<file path="config.mk">
export PLATFORM = sky130hd
export DESIGN_NAME = vbcl_div
export DESIGN_NICKNAME = d
export VERILOG_FILES = /design/src/rtl/vbcl_div.sv
export SDC_FILE = /design/constraint.sdc
export NUM_CORES = 1
export LEC_CHECK = 0
export BUFFER_PORTS_ARGS = -buffer_cell sky130_fd_sc_hd__buf_2
export CORE_MARGIN = 10
export CORE_UTILIZATION = 35
export DETAILED_ROUTE_END_ITERATION = 8
export GPL_TIMING_DRIVEN = 1
export PLACE_DENSITY = 0.49
export REMOVE_ABC_BUFFERS = 1
export SLEW_MARGIN = 40
export SYNTH_ARGS = -nofsm -noshare
export SYNTH_HDL_FRONTEND = slang
export SYNTH_SLANG_ARGS = --single-unit
</file>
<file path="constraint.sdc">
create_clock -name clk -period 6.8 [get_ports clk]
set_clock_uncertainty 0.15 [all_clocks]
set_input_delay 0.34 -clock clk [delete_from_list [all_inputs] [get_ports clk]]
set_output_delay 0.34 -clock clk [all_outputs]
set_load 0.02 [all_outputs]
</file>
<file path="src/rtl/vbcl_div.sv">
// ----------------------------------------------------------------------------
// vbcl_div
// Pipelined restoring divider, one quotient bit per stage, lanes share the
// divisor and a sideband word that travels with them.
// ----------------------------------------------------------------------------
module vbcl_div #(
  parameter int NW    = 10,
  parameter int DW    = 8,
  parameter int LANES = 3,
  parameter int SW    = 1
) (
  input  logic                       clk,
  input  logic                       rst,
  input  logic                       en,
  input  logic                       in_valid,
  input  logic [LANES-1:0][NW-1:0]   num,
  input  logic [DW-1:0]              den,
  input  logic [SW-1:0]              side,
  output logic                       out_valid,
  output logic [LANES-1:0][NW-1:0]   quo,
  output logic [LANES-1:0][DW-1:0]   rem,
  output logic [SW-1:0]              side_out
);

  logic                     vld   [NW];
  logic [LANES-1:0][NW-1:0] n_r   [NW];
  logic [LANES-1:0][DW-1:0] r_r   [NW];
  logic [DW-1:0]            d_r   [NW];
  logic [SW-1:0]            s_r   [NW];

  for (genvar s = 0; s < NW; s++) begin : g_step
    logic                     vld_src;
    logic [LANES-1:0][NW-1:0] n_src;
    logic [LANES-1:0][DW-1:0] r_src;
    logic [DW-1:0]            d_src;
    logic [SW-1:0]            s_src;
    logic [LANES-1:0][NW-1:0] n_next;
    logic [LANES-1:0][DW-1:0] r_next;

    if (s == 0) begin : g_first
      assign vld_src = in_valid;
      assign n_src   = num;
      assign r_src   = '0;
      assign d_src   = den;
      assign s_src   = side;
    end else begin : g_later
      assign vld_src = vld[s-1];
      assign n_src   = n_r[s-1];
      assign r_src   = r_r[s-1];
      assign d_src   = d_r[s-1];
      assign s_src   = s_r[s-1];
    end

    always_comb begin
      logic [DW:0] trial;
      trial = '0;
      for (int l = 0; l < LANES; l++) begin
        trial = {r_src[l], n_src[l][NW-1]};
        if (trial >= {1'b0, d_src}) begin
          r_next[l] = DW'(trial - {1'b0, d_src});
          n_next[l] = {n_src[l][NW-2:0], 1'b1};
        end else begin
          r_next[l] = trial[DW-1:0];
          n_next[l] = {n_src[l][NW-2:0], 1'b0};
        end
      end
    end

    always_ff @(posedge clk) begin
      if (rst) begin
        vld[s] <= 1'b0;
      end else if (en) begin
        vld[s] <= vld_src;
      end
    end

    always_ff @(posedge clk) begin
      if (en) begin
        n_r[s] <= n_next;
        r_r[s] <= r_next;
        d_r[s] <= d_src;
        s_r[s] <= s_src;
      end
    end
  end

  assign out_valid = vld[NW-1];
  assign quo       = n_r[NW-1];
  assign rem       = r_r[NW-1];
  assign side_out  = s_r[NW-1];

endmodule

</file>
Word level (Yosys, flattened, before mapping). Memory sizes are Yosys's and may differ from the RTL's. Index checks and enable logic that the tools add are counted.

Bits in registers: 0. Memory bits (writable): 640. Input port bits: 43. Output and inout bits: 56. Logic and storage cells: 151. Memories kept: 5.

Memory list: n_r (depth 10, bits a word 30, rd ports 10, clocked after Yosys merged registers in 0, write ports 10, line 26) `logic [LANES-1:0][NW-1:0] n_r [NW];`; r_r (depth 10, bits a word 24, rd ports 10, clocked after Yosys merged registers in 0, write ports 10, line 27) `logic [LANES-1:0][DW-1:0] r_r [NW];`; d_r (depth 10, bits a word 8, rd ports 9, clocked after Yosys merged registers in 0, write ports 10, line 28) `logic [DW-1:0] d_r [NW];`; s_r (depth 10, bits a word 1, rd ports 10, clocked after Yosys merged registers in 0, write ports 10, line 29) `logic [SW-1:0] s_r [NW];`; vld (depth 10, bits a word 1, rd ports 10, clocked after Yosys merged registers in 0, write ports 10, line 25) `logic vld [NW];`.

Add/subtract/negate cells: 30. Order comparisons: 30. Muxes and demuxes: 76. Bitwise gates (word level): 10.

Operator list (count): greater-or-equal comparator 9 x 8 -> 1 bit (27); two-way mux 8 bit (30); subtractor 8 bit (27); two-way mux 1 bit (46); greater-or-equal comparator 1 x 8 -> 1 bit (3); subtractor 1 x 8 -> 8 bit (3); bitwise OR 1 bit (10).

Depth between registers and ports, before layout.
Word-level depth: 4. Depth in mapped cells: 8. Gate-level depth less buffers: 8.

Least setup slack after synthesis. No wires, ideal clock.

Kind: reg2reg. From: memory d_r[1][1]. To: memory r_r[2][10] (netlist bit) (data pin). Setup time: 260 ps. Data arrival time: 2348 ps. Data required time: 6390 ps. Path slack: 4042 ps. Cell stages (with the launch flop): 8. Path buffers: 0. Period minus slack after synthesis: 2758 ps. Cell sequence: edfxtp_1 inv_1 ha_1 nor2b_4 o2111ai_1 a31oi_1 a2111oi_4 mux2_4.

RTL lines (line): start: declaration (28); end: declaration (27).

==> results.txt <==
The run finished with clean final reports. The biggest cell delay along the critical path is 740 ps. The final number of max-transition violations came to 0. The number of clock buffers added by TritonCTS is between 70 and 80.

The total number of nets in the final design came out at 2765. In this run the vertical extent of the chip is 320 µm. The tree is rooted in a clkbuf_16. The clock-pin slew reported for the worst setup and hold paths after clock tree synthesis came out at 60 ps. In this run the power density over the cells is 393 nW/µm².

Walking the worst path, the cells encountered are inv_1 -> ha_1 -> nor2b_4 -> o2111ai_1 -> a31oi_1 -> a2111oi_4 -> mux2_4. The total clock sinks came out at 632. Before CTS, the worst setup slack after placement is 3760 ps. The switching portion of total power is 30.5%.

The arrival time at the worst endpoint came out at 3250 ps. For this run, the top clock speed supported by timing is 0.331 GHz. The proportion of synthesized flip-flops having asynchronous set or reset is 0%. The library cell used most frequently in the layout, excluding fill and tap cells, is edfxtp_1. After technology mapping, the gate count stands at 2270. The number of detailed-route iterations in the first pass is 5. The worst path uses 44.5% of the clock period. From left edge to right edge, the die measures 320 µm.

The final instance count without filler cells is 3704. The number of antenna violations at the first check in global routing is 4. The growth of design area from synthesis to finish came out at 15.5%. The wire-length estimate of the detail-placed layout is between 50000 and 60000 µm.

The number of max-cap violations came out at 0. Headroom to the max-slew limit came out at 49.0%. The first global-routing pass estimated 106000 µm of wire. The data required time at the worst endpoint is roughly 7000 ps. The global placement routability congestion is roughly 0.84. In the layout the commonest cells are edfxtp_1 (632), ha_1 (222), inv_1 (174). The number of distinct library cell variants in the gate-level netlist after synthesis came out at 54. Setup repair after global routing left no endpoint under its margin. The worst path meets setup with 3780 ps of slack.

The violation count after the first detailed-route iteration is about 1000. The most used flip-flop cell after synthesis is edfxtp_1. The number of levels in the clock H-tree came out at 3. Dividing the detail-routed via count by the number of cells gives ~4.9. The placeable core area came out at 89700 µm². The clock network fraction of design power is 27.8%. The kind of critical path is register to register. Including well taps, the total number of placed cells is 3532. In this run the count of I/O pins placed on the die edge is a little under 100. The count of input and output buffers came out at 98. The slack of the worst reg-to-reg path came out at 3780 ps. The leakage power summed over all cells came out at 14.0 nW. The mean instance size in the synthesized netlist is about 14 µm².

The number of rows created at floorplan is 110. The fill cell instance count of the final layout is 8348. The proportion of power drawn by flip-flops and latches came out at 40.0%. The routed design has 68400 µm of wire. The worst setup path is launched from a register. The starting density of the core is a little over a third. The slowest stage of the critical path is the a2111oi_4 cell. The number of DRC violations after detailed routing came out at 0. The post-synthesis instance area came out at 31600 µm². The overall die area is 103000 µm². The final worst hold slack is 70.1 ps.

The number of synthesis warnings came out at 0. STA classifies the critical path endpoint as a register. The part of the power in combinational logic came out at 32.1%. The number of enable-type register cells in the synthesized netlist came out at 632. The share of post-route cells with drive strength above 1 came out at 15.2%. The number of vias in the routed layout came out at between 15000 and 20000. The post-detailed-route count of antenna-violating nets is 0.

The fraction of post-synthesis cell area in the top cell type by area came out at about 60%. Sorting the synthesized cells by area gives the leading types as edfxtp_1 (60%), ha_1 (8.8%), mux2_2 (4.9%), mux2i_1 (2.3%), inv_1 (2.1%). The synthesized design spends more area on one cell type than any other, namely edfxtp_1.

The pin slew with the least headroom to its limit came out at 764 ps. In this run the worst path has a maximum fanout of 8. The number of synthesized register bits came out at 632. The post-layout minimum cycle time came out at between 3000 and 4000 ps. The largest net degree at the start of global routing came out at 121.

The average routed wire per standard cell came out at 18.5 µm. The number of setup violations in the final report came out at 0. The number of global-route vias before repair came out at 18900.

Summed over all nets, the switching power comes to 4.38 mW. The largest voltage drop on the vdd net came out at between 0.00015 and 0.0002 V. In this run the deepest clock path goes through 3 buffers. The total count of hold-check failures in the final report came out at 0. The overall power is 14.4 mW.

The clock latency of the later-clocked register in the worst-skew pair came out at 640 ps. Sequential elements use 60.1% of the synthesized area. The total grt overflow is 0.

TritonCTS built the clock tree. In this run the worst hold path is classified as primary input to register. In the final timing run, aggregate negative setup slack is 0 ps. The internal power summed over all cells came out at 9.97 mW. The total routing usage reported by global routing came out at 13.2%.
==> final cells by class <==
class,count,area (µm²),area share (%)
sequential,632,19000,52.0
multi-input combinational,1445,11900,32.6
clock buffer,90,1930,5.30
tap,1176,1470,4.03
timing repair buffer,146,1050,2.87
inverter,175,657,1.80
clock inverter,38,508,1.39
antenna,2,5.00,0.0137
==> stage by stage <==
| stage | area (µm²) | utilization [%] |
|---|---|---|
| detailed placement | 33600 | 37.4 |
| finish | 36500 | 40.6 |
| global placement | 33600 | 37.4 |
| floorplan | 31500 | - |
| CTS | 36400 | 40.6 |
| global route | 36500 | 40.6 |
==> cells in the mapped netlist, types with 13 or more instances <==
cell type / count
a211oi_1: 17
a21boi_0: 30
a21o_1: 45
a21oi_1: 113
a311o_1: 15
and2_1: 13
clkbuf_1: 18
edfxtp_1: 632
fa_1: 27
ha_1: 222
inv_1: 174
mux2_2: 137
mux2i_1: 73
nand2_1: 54
nand2b_1: 56
nand3_1: 46
nor2_1: 126
nor2b_1: 51
nor3_1: 16
o211ai_1: 29
o21a_1: 32
o21ai_0: 91
o31a_1: 26
or4_1: 13
xnor2_1: 74
xor2_1: 29
==> cells by family (layout without fill, tap and decap cells) <==
family / after synthesis / count (layout) / synth area share, %
compound gates: 450 / 450 / 9.59
xor+xnor: 103 / 103 / 2.86
fa+ha+maj: 249 / 249 / 10.5
buf+inv: 193 / 449 / 2.29
flops: 632 / 632 / 60.1
mux: 221 / 221 / 7.65
other cells: 0 / 2 / 0
simple gates: 422 / 422 / 6.99
==> worst max-delay path: cells and delay by family (launching register included) <==
kind / cells / cell delay (ps)
adders and majority gates: 1 / 300
and+or+nand+nor: 1 / 130
AOI/OAI and AO/OA: 3 / 1210
buffers and inverters: 1 / 140
muxes: 1 / 350
DFF: 1 / 480
==> power by group through the flow <==
stage | logic (mW) | registers, mW | clock network (mW)
after floorplan | 3.44 | 5.74 | 0
after global placement | 4.52 | 5.85 | 0
after detailed placement | 4.58 | 5.84 | 0
after CTS | 4.65 | 5.77 | 4.16
after global routing | 5.15 | 5.82 | 4.31
final | 4.61 | 5.75 | 3.99
==> final timing paths <==
kind                         from                    to  cells past startpoint
max           d_r[1][1]$_DFFE_PP_  r_r[2][10]$_DFFE_PP_                      7
min                           rst      vld[6]$_DFFE_PP_                      2
max reg2reg   d_r[1][1]$_DFFE_PP_  r_r[2][10]$_DFFE_PP_                      7
min reg2reg  n_r[4][15]$_DFFE_PP_  n_r[5][16]$_DFFE_PP_                      0
==> sequential cells by signal, summed over array words and instances (netlist names) <==
name  cells
d_r      72
n_r     300
r_r     240
s_r      10
vld      10
==> routing by layer <==
metal  track usage [%]  up-vias  wire, µm
li1                  -     9028         -
met1              15.8     8833     29500
met2              22.7      311     33500
met3              2.66      131      2990
met4              5.88        2      2470
met5                 0        -        12
==> timing repair <==
action                                 4_1_cts  5_1_grt
hold buffers                                40        1
endpoints found under the hold margin       43       26
buffers inserted                             0        0
gates resized for setup                      0        0
(Power assumes the default switching activity.)
